$ cat config.mk
export PLATFORM = sky130hd
export DESIGN_NAME = tape_square_wave_byte_encoder_top_flat
export DESIGN_NICKNAME = d
export VERILOG_FILES = /design/src/rtl/tswe_pkg.sv /design/src/rtl/tswe_if.sv /design/src/rtl/tswe_cfg_regs.sv /design/src/rtl/tswe_seq.sv /design/src/rtl/tape_square_wave_byte_encoder_top.sv /design/src/flat_wrapper.sv
export VERILOG_INCLUDE_DIRS = /design/src /design/src/rtl
export SDC_FILE = /design/constraint.sdc
export NUM_CORES = 1
export LEC_CHECK = 0
export BUFFER_PORTS_ARGS = -buffer_cell sky130_fd_sc_hd__buf_2
export CORE_MARGIN = 5
export CORE_UTILIZATION = 55
export CTS_BUF_LIST = sky130_fd_sc_hd__clkbuf_16
export CTS_CLUSTER_SIZE = 16
export DETAILED_ROUTE_END_ITERATION = 6
export GPL_ROUTABILITY_DRIVEN = 0
export HOLD_SLACK_MARGIN = 0.12
export PLACE_DENSITY = 0.75
export SLEW_MARGIN = 10
export SYNTH_ARGS = -nofsm -noshare
export SYNTH_HDL_FRONTEND = slang
export SYNTH_SLANG_ARGS = --single-unit
$ cat constraint.sdc
create_clock -name clk -period 3.25 [get_ports clk]
set_input_delay 0 -clock clk [delete_from_list [all_inputs] [get_ports clk]]
set_output_delay 0 -clock clk [all_outputs]
set_load 0.05 [all_outputs]
$ cat src/rtl/assert_macros.svh
// Assertion helpers; clk and rst come from the module that uses them.
`ifndef ASSERT_MACROS_SVH
`define ASSERT_MACROS_SVH

// Same-cycle implication.
`define TSWE_ASSERT_SAME(label, ante, cons, msg) \
  label: assert property (@(posedge clk) disable iff (rst) (ante) |-> (cons)) \
    else $error(msg);

// Next-cycle implication.
`define TSWE_ASSERT_NEXT(label, ante, cons, msg) \
  label: assert property (@(posedge clk) disable iff (rst) (ante) |=> (cons)) \
    else $error(msg);

`endif

$ cat src/rtl/tswe_pkg.sv
package tswe_pkg;

  localparam int TICK_COUNT_BITS_DEF   = 8;
  localparam int LEADER_COUNT_BITS_DEF = 14;
  localparam int PARAM_MAX_BITS        = 16;

  localparam int KIND_BITS         = 2;
  localparam int DATA_BITS         = 8;
  localparam int LEADER_FIELD_BITS = 14;
  localparam int CFG_WIDTH         = 8;
  localparam int CFG_INDEX_BITS    = 2;
  localparam int BYTE_BITS         = 8;
  localparam int BIT_COUNT_BITS    = 4;
  localparam int SYM_BITS          = 2;
  localparam int MODE_BITS         = 2;

  localparam logic [KIND_BITS-1:0] KIND_TICK   = 2'd0;
  localparam logic [KIND_BITS-1:0] KIND_BYTE   = 2'd1;
  localparam logic [KIND_BITS-1:0] KIND_LEADER = 2'd2;
  localparam logic [KIND_BITS-1:0] KIND_FINISH = 2'd3;

  localparam logic [SYM_BITS-1:0] SYM_NONE  = 2'd0;
  localparam logic [SYM_BITS-1:0] SYM_ZERO  = 2'd1;
  localparam logic [SYM_BITS-1:0] SYM_ONE   = 2'd2;
  localparam logic [SYM_BITS-1:0] SYM_SPACE = 2'd3;

  localparam logic [MODE_BITS-1:0] MODE_IDLE   = 2'd0;
  localparam logic [MODE_BITS-1:0] MODE_BYTE   = 2'd1;
  localparam logic [MODE_BITS-1:0] MODE_LEADER = 2'd2;
  localparam logic [MODE_BITS-1:0] MODE_FINISH = 2'd3;

  localparam logic [CFG_INDEX_BITS-1:0] CFG_SPACE = 2'd0;
  localparam logic [CFG_INDEX_BITS-1:0] CFG_ONE   = 2'd1;
  localparam logic [CFG_INDEX_BITS-1:0] CFG_ZERO  = 2'd2;

  localparam logic [CFG_WIDTH-1:0] SPACE_HALF_RESET = 8'd224;
  localparam logic [CFG_WIDTH-1:0] ONE_HALF_RESET   = 8'd117;
  localparam logic [CFG_WIDTH-1:0] ZERO_HALF_RESET  = 8'd64;

  typedef struct packed {
    logic [KIND_BITS-1:0]         kind;
    logic [DATA_BITS-1:0]         data_byte;
    logic [LEADER_FIELD_BITS-1:0] leader_count;
  } cmd_t;

  typedef struct packed {
    logic pin_level;
    logic busy_res;
    logic rejected;
  } res_t;

  typedef struct packed {
    logic [CFG_WIDTH-1:0] space_half_ticks;
    logic [CFG_WIDTH-1:0] one_half_ticks;
    logic [CFG_WIDTH-1:0] zero_half_ticks;
  } cfg_t;

endpackage

$ cat src/rtl/tswe_if.sv
interface tswe_cmd_if;
  logic                                  valid;
  logic                                  ready;
  logic [tswe_pkg::KIND_BITS-1:0]         kind;
  logic [tswe_pkg::DATA_BITS-1:0]         data_byte;
  logic [tswe_pkg::LEADER_FIELD_BITS-1:0] leader_count;

  modport source (output valid, kind, data_byte, leader_count, input ready);
  modport sink (input valid, kind, data_byte, leader_count, output ready);
endinterface

interface tswe_res_if;
  logic valid;
  logic ready;
  logic pin_level;
  logic busy_res;
  logic rejected;

  modport source (output valid, pin_level, busy_res, rejected, input ready);
  modport sink (input valid, pin_level, busy_res, rejected, output ready);
endinterface

interface tswe_cfg_if;
  logic                                valid;
  logic                                ready;
  logic [tswe_pkg::CFG_INDEX_BITS-1:0] index;
  logic [tswe_pkg::CFG_WIDTH-1:0]      data;

  modport source (output valid, index, data, input ready);
  modport sink (input valid, index, data, output ready);
endinterface

$ cat src/rtl/tswe_cfg_regs.sv
module tswe_cfg_regs (
  input  logic            clk,
  input  logic            rst,
  tswe_cfg_if.sink        cfg,
  output tswe_pkg::cfg_t  half_cfg
);

  assign cfg.ready = 1'b1;

  always_ff @(posedge clk) begin
    if (rst) begin
      half_cfg.space_half_ticks <= tswe_pkg::SPACE_HALF_RESET;
      half_cfg.one_half_ticks   <= tswe_pkg::ONE_HALF_RESET;
      half_cfg.zero_half_ticks  <= tswe_pkg::ZERO_HALF_RESET;
    end else if (cfg.valid) begin
      case (cfg.index)
        tswe_pkg::CFG_SPACE: half_cfg.space_half_ticks <= cfg.data;
        tswe_pkg::CFG_ONE:   half_cfg.one_half_ticks   <= cfg.data;
        tswe_pkg::CFG_ZERO:  half_cfg.zero_half_ticks  <= cfg.data;
        default: ;
      endcase
    end
  end

endmodule

$ cat src/rtl/tswe_seq.sv
module tswe_seq #(
  parameter int TICK_COUNT_BITS   = tswe_pkg::TICK_COUNT_BITS_DEF,
  parameter int LEADER_COUNT_BITS = tswe_pkg::LEADER_COUNT_BITS_DEF
) (
  input  logic           clk,
  input  logic           rst,
  input  logic           step,
  input  tswe_pkg::cmd_t item,
  input  tswe_pkg::cfg_t half_cfg,
  output tswe_pkg::res_t result
);

  logic                                  pin_reg, pin_reg_next;
  logic                                  in_second_half, in_second_half_next;
  logic [TICK_COUNT_BITS-1:0]            tick_countdown, tick_countdown_next;
  logic [tswe_pkg::SYM_BITS-1:0]         current_symbol, current_symbol_next;
  logic [tswe_pkg::BYTE_BITS-1:0]        shift_bits, shift_bits_next;
  logic [tswe_pkg::BIT_COUNT_BITS-1:0]   bits_left, bits_left_next;
  logic [LEADER_COUNT_BITS-1:0]          leader_left, leader_left_next;
  logic [tswe_pkg::MODE_BITS-1:0]        sequence_mode, sequence_mode_next;
  logic                                  hold_high_after, hold_high_after_next;

  logic                                  start_en;
  logic [tswe_pkg::SYM_BITS-1:0]         start_sym;
  logic [tswe_pkg::SYM_BITS-1:0]         half_sym;
  logic [tswe_pkg::CFG_WIDTH-1:0]        half_raw;
  logic [tswe_pkg::PARAM_MAX_BITS-1:0]   half_ext;
  logic [TICK_COUNT_BITS-1:0]            half_ticks;
  logic [tswe_pkg::PARAM_MAX_BITS-1:0]   count_ext;
  logic [LEADER_COUNT_BITS-1:0]          count;
  logic                                  rej;

  assign half_sym = start_en ? start_sym : current_symbol;

  always_comb begin
    case (half_sym)
      tswe_pkg::SYM_SPACE: half_raw = half_cfg.space_half_ticks;
      tswe_pkg::SYM_ONE:   half_raw = half_cfg.one_half_ticks;
      default:             half_raw = half_cfg.zero_half_ticks;
    endcase
  end

  assign half_ext   = tswe_pkg::PARAM_MAX_BITS'(half_raw);
  assign half_ticks = half_ext[TICK_COUNT_BITS-1:0];
  assign count_ext  = tswe_pkg::PARAM_MAX_BITS'(item.leader_count);
  assign count      = count_ext[LEADER_COUNT_BITS-1:0];

  always_comb begin
    pin_reg_next         = pin_reg;
    in_second_half_next  = in_second_half;
    tick_countdown_next  = tick_countdown;
    current_symbol_next  = current_symbol;
    shift_bits_next      = shift_bits;
    bits_left_next       = bits_left;
    leader_left_next     = leader_left;
    sequence_mode_next   = sequence_mode;
    hold_high_after_next = hold_high_after;
    start_en             = 1'b0;
    start_sym            = tswe_pkg::SYM_NONE;
    rej                  = 1'b0;

    if (item.kind == tswe_pkg::KIND_TICK) begin
      if (sequence_mode != tswe_pkg::MODE_IDLE) begin
        if (tick_countdown != '0) begin
          tick_countdown_next = tick_countdown - TICK_COUNT_BITS'(1);
        end else if (!in_second_half) begin
          pin_reg_next        = 1'b0;
          in_second_half_next = 1'b1;
          tick_countdown_next = half_ticks;
        end else if (current_symbol == tswe_pkg::SYM_SPACE) begin
          sequence_mode_next  = tswe_pkg::MODE_IDLE;
          current_symbol_next = tswe_pkg::SYM_NONE;
          in_second_half_next = 1'b0;
          tick_countdown_next = '0;
          if (hold_high_after) begin
            pin_reg_next         = 1'b1;
            hold_high_after_next = 1'b0;
          end
        end else if (sequence_mode == tswe_pkg::MODE_BYTE && bits_left != '0) begin
          start_en        = 1'b1;
          start_sym       = shift_bits[0] ? tswe_pkg::SYM_ONE : tswe_pkg::SYM_ZERO;
          shift_bits_next = shift_bits >> 1;
          bits_left_next  = bits_left - tswe_pkg::BIT_COUNT_BITS'(1);
        end else if (sequence_mode == tswe_pkg::MODE_LEADER && leader_left != '0) begin
          leader_left_next = leader_left - LEADER_COUNT_BITS'(1);
          start_en         = 1'b1;
          start_sym        = tswe_pkg::SYM_ONE;
        end else begin
          start_en  = 1'b1;
          start_sym = tswe_pkg::SYM_SPACE;
        end
      end
    end else if (sequence_mode != tswe_pkg::MODE_IDLE) begin
      rej = 1'b1;
    end else begin
      start_en = 1'b1;
      case (item.kind)
        tswe_pkg::KIND_BYTE: begin
          sequence_mode_next = tswe_pkg::MODE_BYTE;
          start_sym          = item.data_byte[0] ? tswe_pkg::SYM_ONE : tswe_pkg::SYM_ZERO;
          shift_bits_next    = item.data_byte >> 1;
          bits_left_next     = tswe_pkg::BIT_COUNT_BITS'(tswe_pkg::BYTE_BITS - 1);
        end
        tswe_pkg::KIND_LEADER: begin
          sequence_mode_next = tswe_pkg::MODE_LEADER;
          if (count == '0) begin
            leader_left_next = '0;
            start_sym        = tswe_pkg::SYM_SPACE;
          end else begin
            leader_left_next = count - LEADER_COUNT_BITS'(1);
            start_sym        = tswe_pkg::SYM_ONE;
          end
        end
        default: begin
          sequence_mode_next   = tswe_pkg::MODE_FINISH;
          hold_high_after_next = 1'b1;
          start_sym            = tswe_pkg::SYM_SPACE;
        end
      endcase
    end

    if (start_en) begin
      current_symbol_next = start_sym;
      pin_reg_next        = 1'b1;
      in_second_half_next = 1'b0;
      tick_countdown_next = half_ticks;
    end
  end

  always_ff @(posedge clk) begin
    if (rst) begin
      pin_reg         <= 1'b0;
      in_second_half  <= 1'b0;
      tick_countdown  <= '0;
      current_symbol  <= tswe_pkg::SYM_NONE;
      shift_bits      <= '0;
      bits_left       <= '0;
      leader_left     <= '0;
      sequence_mode   <= tswe_pkg::MODE_IDLE;
      hold_high_after <= 1'b0;
    end else if (step) begin
      pin_reg         <= pin_reg_next;
      in_second_half  <= in_second_half_next;
      tick_countdown  <= tick_countdown_next;
      current_symbol  <= current_symbol_next;
      shift_bits      <= shift_bits_next;
      bits_left       <= bits_left_next;
      leader_left     <= leader_left_next;
      sequence_mode   <= sequence_mode_next;
      hold_high_after <= hold_high_after_next;
    end
  end

  assign result.pin_level = pin_reg_next;
  assign result.busy_res  = (sequence_mode_next != tswe_pkg::MODE_IDLE);
  assign result.rejected  = rej;

endmodule

$ cat src/rtl/tape_square_wave_byte_encoder_top.sv
// Cassette square-wave encoder: each command or tick transaction yields exactly one result
// transaction with the pin level, busy flag and rejected flag after that item. A new item is
// taken every cycle unless res.ready holds the result back; its result goes from the input
// register through the combinational sequencer update into the result register. The symbol
// half-period register writes are always accepted and apply from the next half-period start.
`include "assert_macros.svh"

module tape_square_wave_byte_encoder_top #(
  parameter int TICK_COUNT_BITS   = tswe_pkg::TICK_COUNT_BITS_DEF,
  parameter int LEADER_COUNT_BITS = tswe_pkg::LEADER_COUNT_BITS_DEF
) (
  input logic        clk,
  input logic        rst,
  tswe_cmd_if.sink   cmd,
  tswe_res_if.source res,
  tswe_cfg_if.sink   cfg
);

  tswe_pkg::cfg_t half_cfg;
  tswe_pkg::cmd_t in_item;
  tswe_pkg::res_t result;
  tswe_pkg::res_t res_data;
  logic           in_valid;
  logic           res_valid;
  logic           advance;
  logic           step;

  assign advance   = !res_valid || res.ready;
  assign step      = in_valid && advance;
  assign cmd.ready = !in_valid || advance;

  always_ff @(posedge clk) begin
    if (rst) begin
      in_valid <= 1'b0;
    end else if (cmd.valid && cmd.ready) begin
      in_valid <= 1'b1;
    end else if (advance) begin
      in_valid <= 1'b0;
    end
  end

  always_ff @(posedge clk) begin
    if (cmd.valid && cmd.ready) begin
      in_item.kind         <= cmd.kind;
      in_item.data_byte    <= cmd.data_byte;
      in_item.leader_count <= cmd.leader_count;
    end
  end

  tswe_cfg_regs u_cfg_regs (
    .clk      (clk),
    .rst      (rst),
    .cfg      (cfg),
    .half_cfg (half_cfg)
  );

  tswe_seq #(
    .TICK_COUNT_BITS   (TICK_COUNT_BITS),
    .LEADER_COUNT_BITS (LEADER_COUNT_BITS)
  ) u_seq (
    .clk      (clk),
    .rst      (rst),
    .step     (step),
    .item     (in_item),
    .half_cfg (half_cfg),
    .result   (result)
  );

  always_ff @(posedge clk) begin
    if (rst) begin
      res_valid <= 1'b0;
    end else if (advance) begin
      res_valid <= in_valid;
    end
  end

  always_ff @(posedge clk) begin
    if (step) begin
      res_data <= result;
    end
  end

  assign res.valid     = res_valid;
  assign res.pin_level = res_data.pin_level;
  assign res.busy_res  = res_data.busy_res;
  assign res.rejected  = res_data.rejected;

  `TSWE_ASSERT_SAME(a_reject_busy, res_valid && res_data.rejected, res_data.busy_res, "rejected while idle")
  `TSWE_ASSERT_NEXT(a_in_hold, in_valid && !advance, in_valid && $stable(in_item), "stalled item lost")
  `TSWE_ASSERT_NEXT(a_step_res, step, res_valid, "stepped item produced no result")

endmodule
$ cat src/flat_wrapper.sv
// flat-port wrapper written by rule: the top's interface ports become plain ports
module tape_square_wave_byte_encoder_top_flat 
#(
  parameter int TICK_COUNT_BITS   = tswe_pkg::TICK_COUNT_BITS_DEF,
  parameter int LEADER_COUNT_BITS = tswe_pkg::LEADER_COUNT_BITS_DEF
)
  (clk, rst, cmd_valid, cmd_kind, cmd_data_byte, cmd_leader_count, cmd_ready, res_valid, res_pin_level, res_busy_res, res_rejected, res_ready, cfg_valid, cfg_index, cfg_data, cfg_ready);
  tswe_cmd_if cmd_i ();
  tswe_res_if res_i ();
  tswe_cfg_if cfg_i ();
  input logic clk;
  input logic rst;
  input wire logic [$bits(cmd_i.valid)-1:0] cmd_valid;
  input wire logic [$bits(cmd_i.kind)-1:0] cmd_kind;
  input wire logic [$bits(cmd_i.data_byte)-1:0] cmd_data_byte;
  input wire logic [$bits(cmd_i.leader_count)-1:0] cmd_leader_count;
  output wire logic [$bits(cmd_i.ready)-1:0] cmd_ready;
  output wire logic [$bits(res_i.valid)-1:0] res_valid;
  output wire logic [$bits(res_i.pin_level)-1:0] res_pin_level;
  output wire logic [$bits(res_i.busy_res)-1:0] res_busy_res;
  output wire logic [$bits(res_i.rejected)-1:0] res_rejected;
  input wire logic [$bits(res_i.ready)-1:0] res_ready;
  input wire logic [$bits(cfg_i.valid)-1:0] cfg_valid;
  input wire logic [$bits(cfg_i.index)-1:0] cfg_index;
  input wire logic [$bits(cfg_i.data)-1:0] cfg_data;
  output wire logic [$bits(cfg_i.ready)-1:0] cfg_ready;
  assign cmd_i.valid = cmd_valid;
  assign cmd_i.kind = cmd_kind;
  assign cmd_i.data_byte = cmd_data_byte;
  assign cmd_i.leader_count = cmd_leader_count;
  assign cmd_ready = cmd_i.ready;
  assign res_valid = res_i.valid;
  assign res_pin_level = res_i.pin_level;
  assign res_busy_res = res_i.busy_res;
  assign res_rejected = res_i.rejected;
  assign res_i.ready = res_ready;
  assign cfg_i.valid = cfg_valid;
  assign cfg_i.index = cfg_index;
  assign cfg_i.data = cfg_data;
  assign cfg_ready = cfg_i.ready;
  tape_square_wave_byte_encoder_top #(.TICK_COUNT_BITS(TICK_COUNT_BITS), .LEADER_COUNT_BITS(LEADER_COUNT_BITS)) u_core (.clk(clk), .rst(rst), .cmd(cmd_i), .res(res_i), .cfg(cfg_i));
endmodule
==> After elaboration in Yosys (flattened, before gate mapping) <==
Index checks and enable logic that the tools add are counted.
{ "classes": {"addsub": 4, "n_eq_ne": 21, "muxes": 87, "n_reduce_logical": 33} }
{ "ops": {"columns": ["cell", "n"], "rows": [
  ["two-way mux 14 bit", 10],
  ["two-way mux 8 bit", 14],
  ["two-way mux 2 bit", 22],
  ["two-way mux 4 bit", 8],
  ["two-way mux 1 bit", 30],
  ["subtractor 14 x 1 -> 14 bit, second input constant", 2],
  ["nonzero test 2 bit", 9],
  ["case mux 8 bit (2 select lines)", 1],
  ["logical NOT 14 bit", 1],
  ["nonzero test 14 bit", 1],
  ["equality test 2 bit, second input constant", 6],
  ["inequality test 2 bit, second input constant", 6],
  ["inequality test 2 x 1 -> 1 bit, second input constant", 5],
  ["AND reduction 9 bit", 1],
  ["case mux 2 bit (2 select lines)", 2],
  ["AND reduction 4 bit", 2],
  ["AND reduction 8 bit", 1],
  ["nonzero test 8 bit", 1],
  ["subtractor 8 x 1 -> 8 bit, second input constant", 1],
  ["AND reduction 7 bit", 1],
  ["equality test 2 x 1 -> 1 bit, second input constant", 3],
  ["AND reduction 2 bit", 3],
  ["AND reduction 6 bit", 1],
  ["logical AND 1 bit", 4],
  ["other kinds (7)", 10]
]} }
{ "word_totals": {"reg_bits": 94, "output_inout_bits": 6, "wordCells": 165} }

==> Longest topological paths before layout <==
Gate-level depths: netlist of the first run.
{ "logic_depth": {"word_depth": 17, "depth_mapped": 10, "ltp_nobuf": 8} }

==> Cells and area by module <==
From an unflattened synthesis of the first run, not the netlist that was laid out.
{ "hier_totals": {"hier_cells": 529, "area_unflattened_um2": 4854.7} }
{ "modules_own_cells": {"columns": ["module", "n_inst", "cells_each", "area_each_um2", "seq_area_each_um2"], "rows": [
  ["tswe_seq", 1, 393, 2941.6, 800.8],
  ["tswe_cfg_regs", 1, 99, 998.5, 480.5],
  ["tape_square_wave_byte_encoder_top", 1, 37, 914.6, 850.8]
]} }

==> Least setup slack after synthesis of the first run <==
Ideal clock, no wire load.
{ "synth_path": {"path_kind": "register to register", "startpoint": "reg u_core.in_item[22] in the netlist's numbering", "endpoint": "reg u_core.u_seq.tick_countdown[3]", "t_arrival_ps": 2161, "required_ps": 3125, "path_slack_ps": 964, "path_stages_with_launch": 11, "synth_period_minus_slack_ps": 2286, "cell_sequence": "edfxtp_1 -> inv_1 -> ha_1 -> or3_1 -> clkbuf_1 -> buf_2 -> a211oi_2 -> o311a_1 -> nor2_1 -> o21ai_0 -> nand3_1"} }
{ "synth_via": {"elab_chain_len": 12, "word_cells_on_any_way": 20, "cone_classes": "eq/ne: 5; mux: 11; reduce/logical: 4"} }
{ "synth_lines": {"columns": ["element", "line_no", "rtl"], "rows": [
  ["from (decl)", "tape_square_wave_byte_encoder_top.sv:20", "tswe_pkg::cmd_t in_item;"],
  ["equality test 2 bit or equality test 2 x 1 -> 1 bit (tied branches)", "tswe_seq.sv:97", "case (item.kind)"],
  ["case mux 2 bit (2 select lines)", "tswe_seq.sv:97", null],
  ["two-way mux 2 bit", "tswe_seq.sv:93", "end else if (sequence_mode != tswe_pkg::MODE_IDLE) begin"],
  ["two-way mux 2 bit", "tswe_seq.sv:62", "if (item.kind == tswe_pkg::KIND_TICK) begin"],
  ["two-way mux 2 bit", "tswe_seq.sv:33", "assign half_sym = start_en ? start_sym : current_symbol;"],
  ["equality test 2 bit", "tswe_seq.sv:36", "case (half_sym)"],
  ["case mux 8 bit (2 select lines)", "tswe_seq.sv:36", null],
  ["two-way mux 8 bit", "tswe_seq.sv:66", "end else if (!in_second_half) begin"],
  ["two-way mux 8 bit", "tswe_seq.sv:64", "if (tick_countdown != '0) begin"],
  ["two-way mux 8 bit", "tswe_seq.sv:63", "if (sequence_mode != tswe_pkg::MODE_IDLE) begin"],
  ["two-way mux 8 bit", "tswe_seq.sv:62", null],
  ["two-way mux 8 bit", "tswe_seq.sv:122", "if (start_en) begin"],
  ["to (signal assigned)", "tswe_seq.sv:144", "tick_countdown <= tick_countdown_next;"],
  ["to (decl)", "tswe_seq.sv:15", "logic [TICK_COUNT_BITS-1:0] tick_countdown, tick_countdown_next;"]
]} }
Several ways; a longest one is shown, not always the timed one. The select of a mux whose other input is x is not followed.
A chain may end at the register's enable or synchronous reset.

==> Final worst setup path of the first run <==
{ "layout_path": {"startpoint": "reg u_core.in_item[22] in the netlist's numbering", "endpoint": "reg u_core.u_seq.leader_left[9]"} }
{ "layout_via": {"elab_chain_len": 3, "word_cells_on_any_way": 7, "cone_classes": "eq/ne: 3; mux: 1; reduce/logical: 3"} }
{ "layout_lines": {"columns": ["element", "line_no", "rtl"], "rows": [
  ["equality test 2 bit or logical NOT 2 bit (tied branches)", "tswe_seq.sv:97, tswe_seq.sv:62", null],
  ["nonzero test 2 bit (no line) (tied with other cells)", null, null],
  ["AND reduction 9 bit (no line)", null, null],
  ["to (signal assigned)", "tswe_seq.sv:148", "leader_left <= leader_left_next;"],
  ["to (decl)", "tswe_seq.sv:19", "logic [LEADER_COUNT_BITS-1:0] leader_left, leader_left_next;"]
]} }
Several ways; a longest one is shown, not always the timed one.

==> flow_metrics.py, run 1 <==
metrics = {
    "yosys": {
        "synth_edf_count": 27,
        "yosys_warnings": 0,
        "syn_inst": 548,
        "ys_ff_latch": 93,
        "ys_async_sr_fraction_pct": 0,
        "ys_seq_area_share_pct": 44.1,
        "synth.most_common_cell": "nor2_1",
        "synth_top_cells_by_count": "nor2_1 (72), dfxtp_1 (66), nand2_1 (44), o21ai_0 (31), a21oi_1 (30)",
        "synth_largest_area_cell": "dfxtp_1",
        "synthTopCellsByArea": "dfxtp_1 (27%), edfxtp_1 (17%), nor2_1 (5.6%)",
        "netlist.area_leader.share_pct": 27.3,
        "syn_area_per_cell_um2": 8.82,
        "syn-cell-area_um2": 4840,
        "synth_nets": 598,
        "synth_ff_type": "dfxtp_1",
        "netlist-cell-type-count": 60,
    },
    "die": {
        "dieHeight_um": 104,
        "dieArea_um2": 10800,
        "ioPinCount": 45,
        "core_um2": 8640,
        "die_width_um": 104,
        "initial_utilization_pct": 56.0,
        "rows": 34,
    },
    "detailed_routing": {
        "drt-initial-drc-count": 413,
        "firstDrtPassIters": 5,
        "via_per_inst": 6.18,
        "wirelength_um": 12600,
        "vias": 4520,
        "ant_nets": 0,
        "route.detailed.drc": 0,
        "wl_per_cell_um": 17.2,
    },
    "sta": {
        "finalSetupTns_ns": 0,
        "fmax_mhz": 366,
        "fin_skew_ns": 0.00779,
        "rsz0062_at_grt": "false",
        "setup_viol": 0,
        "final_max_slew_viol_count": 0,
        "relSlewSlack_pct": 18.4,
        "worstMarginPinSlew_ns": 1.22,
        "min_period_ns": 2.73,
        "final.period_utilization_pct": 84.0,
        "hold_viol_final": 0,
    },
    "job": {
        "maxCapViolCount": 0,
    },
    "clock_network": {
        "clockBufferDepth": 2,
        "clk_pin_slew_ns": 0.07,
        "numCtsBuffers": 9,
        "cts_tree": "done",
        "clk_latency_ns": 0.35,
        "cts_max_level": 3,
        "post_cts_buffers": 0,
        "clkSinkCount": 93,
        "cts_root_buf": "clkbuf_16",
    },
    "setup_path": {
        "required_ns": 3.43,
        "path_cells": "inv_1 > ha_1 > o211a_1 > nand4_2 > and2_4 > or3_1 > o21ai_0 > a21oi_1",
        "cpLargestDelayFamily": "simple AND/OR/NAND/NOR gates",
        "end_kind": "flip-flop",
        "critPathKind": "reg -> reg",
        "slowest_delay_ns": 0.62,
        "startpoint_type": "flip-flop",
        "slowest_stage": "or3_1",
        "crit_buf_inv": 1,
        "cp.arrival_ns": 2.91,
        "cp_max_fo": 15,
    },
    "layout": {
        "drive_gt1_share_pct": 13.2,
        "fin_cells": 731,
        "regArea_um2": 2130,
        "area_growth_pct": 19.7,
        "final.fill_count": 714,
        "diodes": 0,
        "multi_input_area_um2": 2500,
        "nNetsFinal": 668,
        "reg.largest.list": "u_core.in_item x24, u_core.u_cfg_regs.half_cfg x24, u_core.u_seq.leader_left x14",
    },
    "hold_path": {
        "hold_class": "in -> reg",
    },
    "global_route": {
        "grt_first_pass_wirelength_um": 20700,
        "grt_max_degree": 67,
        "grt_pass1_vias": 4274,
        "antenna_found_initial": 0,
        "grt-ovfl-total": 0,
        "track_usage_pct": 23.0,
    },
    "placed_design": {
        "io_buffers": 43,
        "hpwl_um": 8170,
        "placed_cells": 680,
    },
    "power": {
        "power.density_nw_per_um2": 510,
        "vdd_drop_max_mv": 0.354,
        "p_leak_nw": 2.21,
    },
    "run_status": {
        "status": "complete, no violations",
    },
}
==> per-stage QoR <==
| stage | utilization, % | setup WS [ns] | total power [W] | instance area (µm²) | hold slack [ns] |
|---|---|---|---|---|---|
| 3_3_place_gp | 59.4 | 0.706 | 0.00181 | 5130 | 0.176 |
| 5_1_grt | 67.0 | 0.339 | 0.00307 | 5790 | 0.262 |
| 6_report | 67.0 | 0.520 | 0.00295 | 5790 | 0.212 |
| 2_1_floorplan | - | 0.964 | 0.00168 | 4840 | 0.0989 |
| 4_1_cts | 67.0 | 0.545 | 0.00294 | 5790 | 0.217 |
| 3_5_place_dp | 59.4 | 0.561 | 0.00183 | 5130 | 0.178 |
==> worst min-delay path: cells and delay by family <==
kind,cells,cell delay [ns]
multiplexers,1,0.13
AND/OR/NAND/NOR,2,0.12
buffers and inverters,2,0.29
==> path summary, 6_finish.rpt <==
path / endpoint / slack (ns) / start / depth (start not counted)
max: u_core.u_seq.leader_left[9] / 0.52 / u_core.in_item[22] / 8
min: u_core.u_cfg_regs.half_cfg[19] / 0.21 / cfg_index[0] / 5
max reg2reg: u_core.u_seq.leader_left[9] / 0.52 / u_core.in_item[22] / 8
min reg2reg: u_core.u_cfg_regs.half_cfg[6] / 0.47 / u_core.u_cfg_regs.half_cfg[6] / 1
==> report_power, final <==
part	leakage (nW)	internal (W)	switching, W	total (W)
registers	0.799	0.00126	0.0000619	0.00132
logic	1.26	0.000214	0.000317	0.000531
clock network	0.150	0.000609	0.000490	0.00110
==> kinds of logic after synthesis <==
logic type                 count (synthesis)  share of synthesized area (%)
other                                      1                         0.0775
muxes                                     19                           3.93
DFF                                       93                           44.1
adders and majority gates                 11                           2.85
buffers and inverters                     48                           4.32
xor gates and xnor gates                  11                           1.99
AOI/OAI and AO/OA                        120                           15.8
and+or+nand+nor                          245                           27.0
==> final cells by class <==
class	instances	share of cell area, %
multi-input combinational	407	43.2
sequential	93	36.8
timing repair buffer	89	11.2
clock buffer	9	3.89
tap	108	2.33
clock inverter	7	1.38
inverter	18	1.17
==> routing by layer <==
layer	vias to the layer above	GRT usage (%)	part of all wire [%]
met5	-	0	0
met4	0	8.33	2.0
met3	22	4.48	6.7
met2	182	38.1	50
met1	2161	29.9	41
li1	2155	-	-
==> placed cells by master (no fill, tap or decap), drive strengths merged, types with 6 or more instances in the layout <==
master	netlist	routed
buf	13	54
xnor2	9	9
nand3	10	10
dfxtp	66	66
clkbuf	17	9
ha	11	11
nand3b	8	8
nor2	73	73
dlygate4sd3	0	35
a21oi	30	30
edfxtp	27	27
nor2b	6	6
a211o	7	7
o21ai	37	37
nor3	22	22
and2	6	6
nor3b	11	11
inv	18	22
mux2i	19	19
nand4	20	20
nor4	12	12
nand2	44	44
or3	8	8
a211oi	12	12
==> what timing repair did <==
| action | in CTS | in global routing |
|---|---|---|
| resized for setup | 0 | 0 |
| endpoints found under the hold margin | 50 | 0 |
| hold buffers | 35 | 0 |
Note: power is estimated with default switching activity, not from simulation.
==> run 2: changes to the inputs <==
--- a/config.mk
+++ b/config.mk
@@ -6,15 +6,16 @@
 export SDC_FILE = /design/constraint.sdc
 export NUM_CORES = 1
 export LEC_CHECK = 0
+export ABC_AREA = 1
 export BUFFER_PORTS_ARGS = -buffer_cell sky130_fd_sc_hd__buf_2
 export CORE_MARGIN = 5
-export CORE_UTILIZATION = 55
+export CORE_UTILIZATION = 54
 export CTS_BUF_LIST = sky130_fd_sc_hd__clkbuf_16
 export CTS_CLUSTER_SIZE = 16
 export DETAILED_ROUTE_END_ITERATION = 6
 export GPL_ROUTABILITY_DRIVEN = 0
 export HOLD_SLACK_MARGIN = 0.12
-export PLACE_DENSITY = 0.75
+export PLACE_DENSITY = 0.77
 export SLEW_MARGIN = 10
 export SYNTH_ARGS = -nofsm -noshare
 export SYNTH_HDL_FRONTEND = slang
==> constraint.sdc (replaced) <==
create_clock -name clk -period 2.43 [get_ports clk]
set_input_delay 0 -clock clk [delete_from_list [all_inputs] [get_ports clk]]
set_output_delay 0 -clock clk [all_outputs]
set_load 0.05 [all_outputs]
==> run 2 against run 1 <==
Net effect:
- die area increased by 0.93%
- non-clock buffer count increased by 2
- sequential share of layout area decreased by 0.28 points
- cell count increased by 9.6%
- setup slack got worse by 0.24 ns
- design area increased by 0.78%
- register-to-register slack got worse by 0.24 ns
- clock skew increased by 0.0055 ns
- combinational power increased by 38%
- critical path type unchanged
==> flow_metrics.py, run 2 <==
metrics = {
    "global_route": {
        "grt_pass1_vias": 4195,
        "track_usage_pct": 20.9,
        "grt_first_pass_wirelength_um": 19100,
        "antenna_found_initial": 0,
        "grt-ovfl-total": 0,
        "grt_max_degree": 46,
    },
    "setup_path": {
        "startpoint_type": "flip-flop",
        "rr_worst_depth": 12,
        "startpoint": "u_core.in_item[22]",
        "reg2reg_from": "u_core.in_item[22]",
        "critPathKind": "reg -> reg",
        "end_kind": "flip-flop",
        "rr_endpoint": "u_core.u_seq.tick_countdown[3]",
        "path_cells": "inv_1 > ha_1 > inv_2 > nor3_4 > nand3_2 > nand3_2 > nand3_4 > inv_2 > nand2_1 > nand3_1 > nand2_1 > a21oi_2",
        "cp_max_fo": 17,
        "ff2ff_setup_slack_ns": 0.28,
        "cp.arrival_ns": 2.44,
        "cp-endpoint": "u_core.u_seq.tick_countdown[3]",
        "cpLargestDelayFamily": "simple AND/OR/NAND/NOR gates",
        "crit_buf_inv": 3,
        "required_ns": 2.71,
        "critical_path_depth": 12,
        "slowest_delay_ns": 0.43,
        "slowest_stage": "edfxtp_1",
    },
    "layout": {
        "stdcell_area_um2": 5830,
        "final_common_cell": "nand2_1",
        "final.fill_count": 709,
        "diodes": 0,
        "reg.largest.list": "u_core.in_item x24, u_core.u_cfg_regs.half_cfg x24, u_core.u_seq.leader_left x14",
        "nNetsFinal": 738,
        "multi_input_area_um2": 2310,
        "area_growth_pct": 21.6,
        "final_cell_mix": "nand2_1 (94), nor2_1 (70), dfxtp_1 (66)",
        "final_core_util_pct": 67.2,
        "regArea_um2": 2130,
        "drive_gt1_share_pct": 15.3,
    },
    "sta": {
        "setup_viol": 0,
        "min_period_ns": 2.15,
        "fin_skew_ns": 0.0133,
        "final.period_utilization_pct": 88.6,
        "final_max_slew_viol_count": 0,
        "fmax_mhz": 465,
        "rsz0062_at_grt": "false",
        "hold_viol_final": 0,
        "finalSetupTns_ns": 0,
    },
    "clock_network": {
        "cts_tree": "done",
        "cts_max_level": 3,
        "numCtsBuffers": 9,
        "post_cts_buffers": 0,
        "clockBufferDepth": 2,
        "clkSinkCount": 93,
        "cts_root_buf": "clkbuf_16",
        "cts_resized": 0,
        "clk_latency_ns": 0.35,
        "clk_pin_slew_ns": 0.07,
    },
    "hold_path": {
        "worstHoldStart": "cfg_index[0]",
        "hold_class": "in -> reg",
    },
    "yosys": {
        "synth_edf_count": 27,
        "ys_async_sr_fraction_pct": 0,
        "ys_seq_area_share_pct": 44.4,
        "synth_ff_type": "dfxtp_1",
        "yosys_warnings": 0,
        "syn_inst": 601,
        "synth_nets": 651,
        "ys_ff_latch": 93,
        "syn_area_per_cell_um2": 7.98,
        "netlist-cell-type-count": 48,
        "synth_largest_area_cell": "dfxtp_1",
        "synth_top_cells_by_count": "nand2_1 (94), nor2_1 (70), dfxtp_1 (66), inv_1 (64), o21ai_0 (58)",
        "synth.most_common_cell": "nand2_1",
        "netlist.area_leader.share_pct": 27.5,
        "synthTopCellsByArea": "dfxtp_1 (28%), edfxtp_1 (17%), nand2_1 (7.4%)",
        "syn-cell-area_um2": 4800,
    },
    "detailed_routing": {
        "firstDrtPassIters": 5,
        "drt-initial-drc-count": 289,
        "wl_per_cell_um": 13.8,
        "route.detailed.drc": 0,
        "ant_nets": 0,
        "wirelength_um": 11100,
        "vias": 4362,
        "via_per_inst": 5.45,
    },
    "power": {
        "vdd_drop_max_mv": 0.376,
        "power.density_nw_per_um2": 674,
        "p_leak_nw": 2.53,
    },
    "placed_design": {
        "hpwl_um": 7590,
        "placed_area_um2": 5130,
        "io_buffers": 43,
    },
    "job": {
        "maxCapViolCount": 0,
    },
    "run_status": {
        "status": "complete, no violations",
    },
    "die": {
        "dieArea_um2": 10900,
        "die_width_um": 104,
        "initial_utilization_pct": 55.3,
        "core_um2": 8680,
        "dieHeight_um": 104,
        "rows": 34,
        "ioPinCount": 45,
    },
}
run 2: cell types whose count changed after synthesis, moves of 9 or more:
cell | previous run | this run
clkbuf_1 | 17 | 6
inv_1 | 18 | 64
mux2i_1 | 19 | 0
nand2_1 | 44 | 94
nand3_1 | 10 | 53
nand4_1 | 19 | 6
nor3_1 | 21 | 7
nor3b_1 | 10 | 1
nor4_1 | 11 | 0
o21ai_0 | 31 | 58
xor2_1 | 2 | 16
run 2: tightest hold or removal path, stage by stage:
cell and delay, ns:
buf_2 0.09, nor3_1 0.04, buf_4 0.16, nand2_1 0.06
nand3_1 0.07
run 2: how the worst min path moves through the flow:
stage / endpoint / slack [ns] / cells after the start
after CTS: u_core.u_cfg_regs.half_cfg[13] / 0.12 / 5
final: u_core.u_cfg_regs.half_cfg[22] / 0.13 / 5
after floorplan: u_core.u_seq.bits_left[1] / 0.08 / 1
after detailed placement: u_core.in_item[5] / 0.18 / 1
after global placement: u_core.in_item[18] / 0.18 / 1
after global routing: u_core.u_cfg_regs.half_cfg[22] / 0.14 / 5
run 2: layout make-up:
class                           instances  share of cell area, %
Multi-Input combinational cell        422                   39.6
Sequential cell                        93                   36.6
Inverter                               71                   4.61
Clock inverter                          5                  0.665
Timing Repair Buffer                   91                   11.5
Clock buffer                           11                   4.72
Tap cell                              108                   2.32
run 2: logic make-up after synthesis:
kind of cell	synth area share, %
AOI/OAI and AO/OA	17.2
xor gates and xnor gates	3.29
adders and majority gates	2.87
buffers and inverters	7.41
DFF	44.4
other	0.0782
and+or+nand+nor	24.7
run 2: power breakdown:
group | internal (W) | switching (W) | total (W)
logic | 0.000273 | 0.000459 | 0.000732
clock network | 0.000828 | 0.000623 | 0.00145
registers | 0.00169 | 0.0000630 | 0.00175
total | 0.00279 | 0.00114 | 0.00393
run 2: repair_timing:
item,4_1_cts,5_1_grt
hold buffers,39,0
setup endpoints to repair,0,0
hold endpoints to repair,59,0
run 2: stage by stage:
stage	power (W)	cells	hold WS, ns	worst slack (ns)
2_1_floorplan	0.00229	601	0.0757	0.263
3_3_place_gp	0.00243	746	0.176	0.423
3_5_place_dp	0.00245	746	0.178	0.302
4_1_cts	0.00394	801	0.124	0.278
5_1_grt	0.00411	801	0.144	0.0757
6_report	0.00393	801	0.132	0.277
run 2: per-layer routing:
layer	share of wire, %	GRT usage, %	vias up
li1	-	-	2201
met1	46	26.4	2058
met2	49	36.4	91
met3	3.8	3.29	12
met4	1.3	6.94	0
met5	0	0	-
==> run 3: changes to the inputs <==
--- a/config.mk
+++ b/config.mk
@@ -9,13 +9,13 @@
 export ABC_AREA = 1
 export BUFFER_PORTS_ARGS = -buffer_cell sky130_fd_sc_hd__buf_2
 export CORE_MARGIN = 5
-export CORE_UTILIZATION = 54
+export CORE_UTILIZATION = 55
 export CTS_BUF_LIST = sky130_fd_sc_hd__clkbuf_16
 export CTS_CLUSTER_SIZE = 16
 export DETAILED_ROUTE_END_ITERATION = 6
 export GPL_ROUTABILITY_DRIVEN = 0
 export HOLD_SLACK_MARGIN = 0.12
-export PLACE_DENSITY = 0.77
+export PLACE_DENSITY = 0.75
 export SLEW_MARGIN = 10
 export SYNTH_ARGS = -nofsm -noshare
 export SYNTH_HDL_FRONTEND = slang
==> constraint.sdc (replaced) <==
create_clock -name clk -period 2.3 [get_ports clk]
set_input_delay 0 -clock clk [delete_from_list [all_inputs] [get_ports clk]]
set_output_delay 0 -clock clk [all_outputs]
set_load 0.05 [all_outputs]
==> run 3 against run 2 <==
Net effect:
- register-to-register slack lost 0.09 ns
- combinational power is 6.7% higher
- first-iteration DRC count fell by 38%
- flip-flop and latch count stayed put
- sequential power up 6%
- via count fell by 0.94%
- non-clock buffer count decreased by 1
- critical endpoint is now u_core.u_seq.tick_countdown[6]
- sequential share of layout area rose by 0.055 points
- critical path type unchanged
- global-route usage is 1.6 points higher
==> flow_metrics.py, run 3 (synthesis gave the netlist of run 2 again) <==
metrics = {
    "run_status": {
        "status": "complete, no violations",
    },
    "power": {
        "power.density_nw_per_um2": 699,
        "vdd_drop_max_mv": 0.419,
        "p_leak_nw": 2.52,
    },
    "die": {
        "core_um2": 8590,
        "dieHeight_um": 103,
        "die_width_um": 103,
        "ioPinCount": 45,
        "dieArea_um2": 10700,
        "initial_utilization_pct": 55.8,
        "rows": 34,
    },
    "clock_network": {
        "post_cts_buffers": 0,
        "clk_pin_slew_ns": 0.07,
        "clkSinkCount": 93,
        "clockBufferDepth": 2,
        "cts_max_level": 3,
        "cts_root_buf": "clkbuf_16",
        "clk_latency_ns": 0.34,
        "cts_tree": "done",
        "numCtsBuffers": 9,
    },
    "global_route": {
        "grt-ovfl-total": 0,
        "track_usage_pct": 22.6,
        "grt_max_degree": 36,
        "grt_pass1_vias": 4111,
        "antenna_found_initial": 0,
        "grt_first_pass_wirelength_um": 18900,
    },
    "setup_path": {
        "cp_max_fo": 17,
        "startpoint": "u_core.in_item[22]",
        "reg2reg_from": "u_core.in_item[22]",
        "ff2ff_setup_slack_ns": 0.19,
        "critPathKind": "reg -> reg",
        "startpoint_type": "flip-flop",
        "crit_buf_inv": 3,
        "end_kind": "flip-flop",
        "cp.arrival_ns": 2.39,
        "path_cells": "inv_1 > ha_2 > inv_2 > nor3_4 > nand3_2 > nand3_2 > nand3_4 > inv_4 > nand2_1 > nand3_1 > nand2_1 > a21oi_2",
        "required_ns": 2.57,
        "slowest_stage": "edfxtp_1",
        "slowest_delay_ns": 0.44,
        "cpLargestDelayFamily": "simple AND/OR/NAND/NOR gates",
    },
    "layout": {
        "drive_gt1_share_pct": 15.6,
        "multi_input_area_um2": 2310,
        "area_growth_pct": 21.4,
        "nNetsFinal": 737,
        "diodes": 0,
        "regArea_um2": 2130,
        "final.fill_count": 703,
        "final_cell_mix": "nand2_1 (94), nor2_1 (69), dfxtp_1 (66)",
        "final_core_util_pct": 67.8,
        "final_common_cell": "nand2_1",
        "reg.largest.list": "u_core.in_item x24, u_core.u_cfg_regs.half_cfg x24, u_core.u_seq.leader_left x14",
        "stdcell_area_um2": 5820,
    },
    "detailed_routing": {
        "via_per_inst": 5.40,
        "wirelength_um": 11200,
        "vias": 4321,
        "route.detailed.drc": 0,
        "ant_nets": 0,
        "firstDrtPassIters": 4,
        "wl_per_cell_um": 14.0,
        "drt-initial-drc-count": 179,
    },
    "hold_path": {
        "hold_class": "in -> reg",
        "worstHoldStart": "cfg_index[1]",
    },
    "sta": {
        "setup_slack_ns": 0.187,
        "setup_viol": 0,
        "fmax_mhz": 473,
        "final.period_utilization_pct": 91.9,
        "relSlewSlack_pct": 58.6,
        "whs_ns": 0.143,
        "rsz0062_at_grt": "false",
        "worstMarginPinSlew_ns": 0.620,
        "hold_viol_final": 0,
        "final_max_slew_viol_count": 0,
        "finalSetupTns_ns": 0,
        "fin_skew_ns": 0.0123,
        "min_period_ns": 2.11,
    },
    "job": {
        "maxCapViolCount": 0,
    },
    "placed_design": {
        "post-place-ws_ns": 0.153,
        "placed_area_um2": 5140,
        "io_buffers": 43,
        "hpwl_um": 7560,
    },
}
[run 3: cell count changes in the layout (fill, tap and decap cells not counted), sizes merged]
cell / change
dlygate4sd3: -1
clkbuf: -1
inv: +1
[run 3: worst min-delay path: cells and delay by family]
| family | cells | cell delay (ns) |
|---|---|---|
| buffers and inverters | 2 | 0.26 |
| AND/OR/NAND/NOR | 3 | 0.17 |
[run 3: power by group]
part           switching, W  internal [W]
combinational      0.000486      0.000295
sequential        0.0000681       0.00178
clock              0.000636      0.000805
total               0.00119       0.00288
[run 3: through the flow]
stage	cells	power, W
2_1_floorplan	601	0.00242
3_3_place_gp	746	0.00257
3_5_place_dp	746	0.00260
4_1_cts	800	0.00409
5_1_grt	800	0.00429
6_report	800	0.00407
[run 3: final timing paths]
path	endpoint	depth (start not counted)
hold / removal	u_core.u_cfg_regs.half_cfg[8]	5
setup / recovery	u_core.u_seq.tick_countdown[6]	12
setup reg to reg	u_core.u_seq.tick_countdown[6]	12
hold reg to reg	u_core.u_cfg_regs.half_cfg[12]	2
[run 3: area by class of cell]
cell class / instances / share of cell area, %
inverter: 71 / 4.70
multi-input combinational: 422 / 39.7
timing repair buffer: 90 / 11.6
clock buffer: 10 / 4.30
tap: 108 / 2.32
clock inverter: 6 / 0.730
sequential: 93 / 36.6
[run 3: repair_timing]
| action | in CTS | in global routing |
|---|---|---|
| endpoints found under the setup margin | 0 | 13 |
| endpoints found under the hold margin | 59 | 0 |
| resized for setup | 0 | 4 |
| hold buffers | 38 | 0 |
[run 3: metal layers]
metal	wire, µm	track usage (%)	up-vias
met2	5510	37.7	115
met5	0	0	-
li1	-	-	2199
met4	177	8.07	0
met1	4940	28.9	1989
met3	593	4.83	18
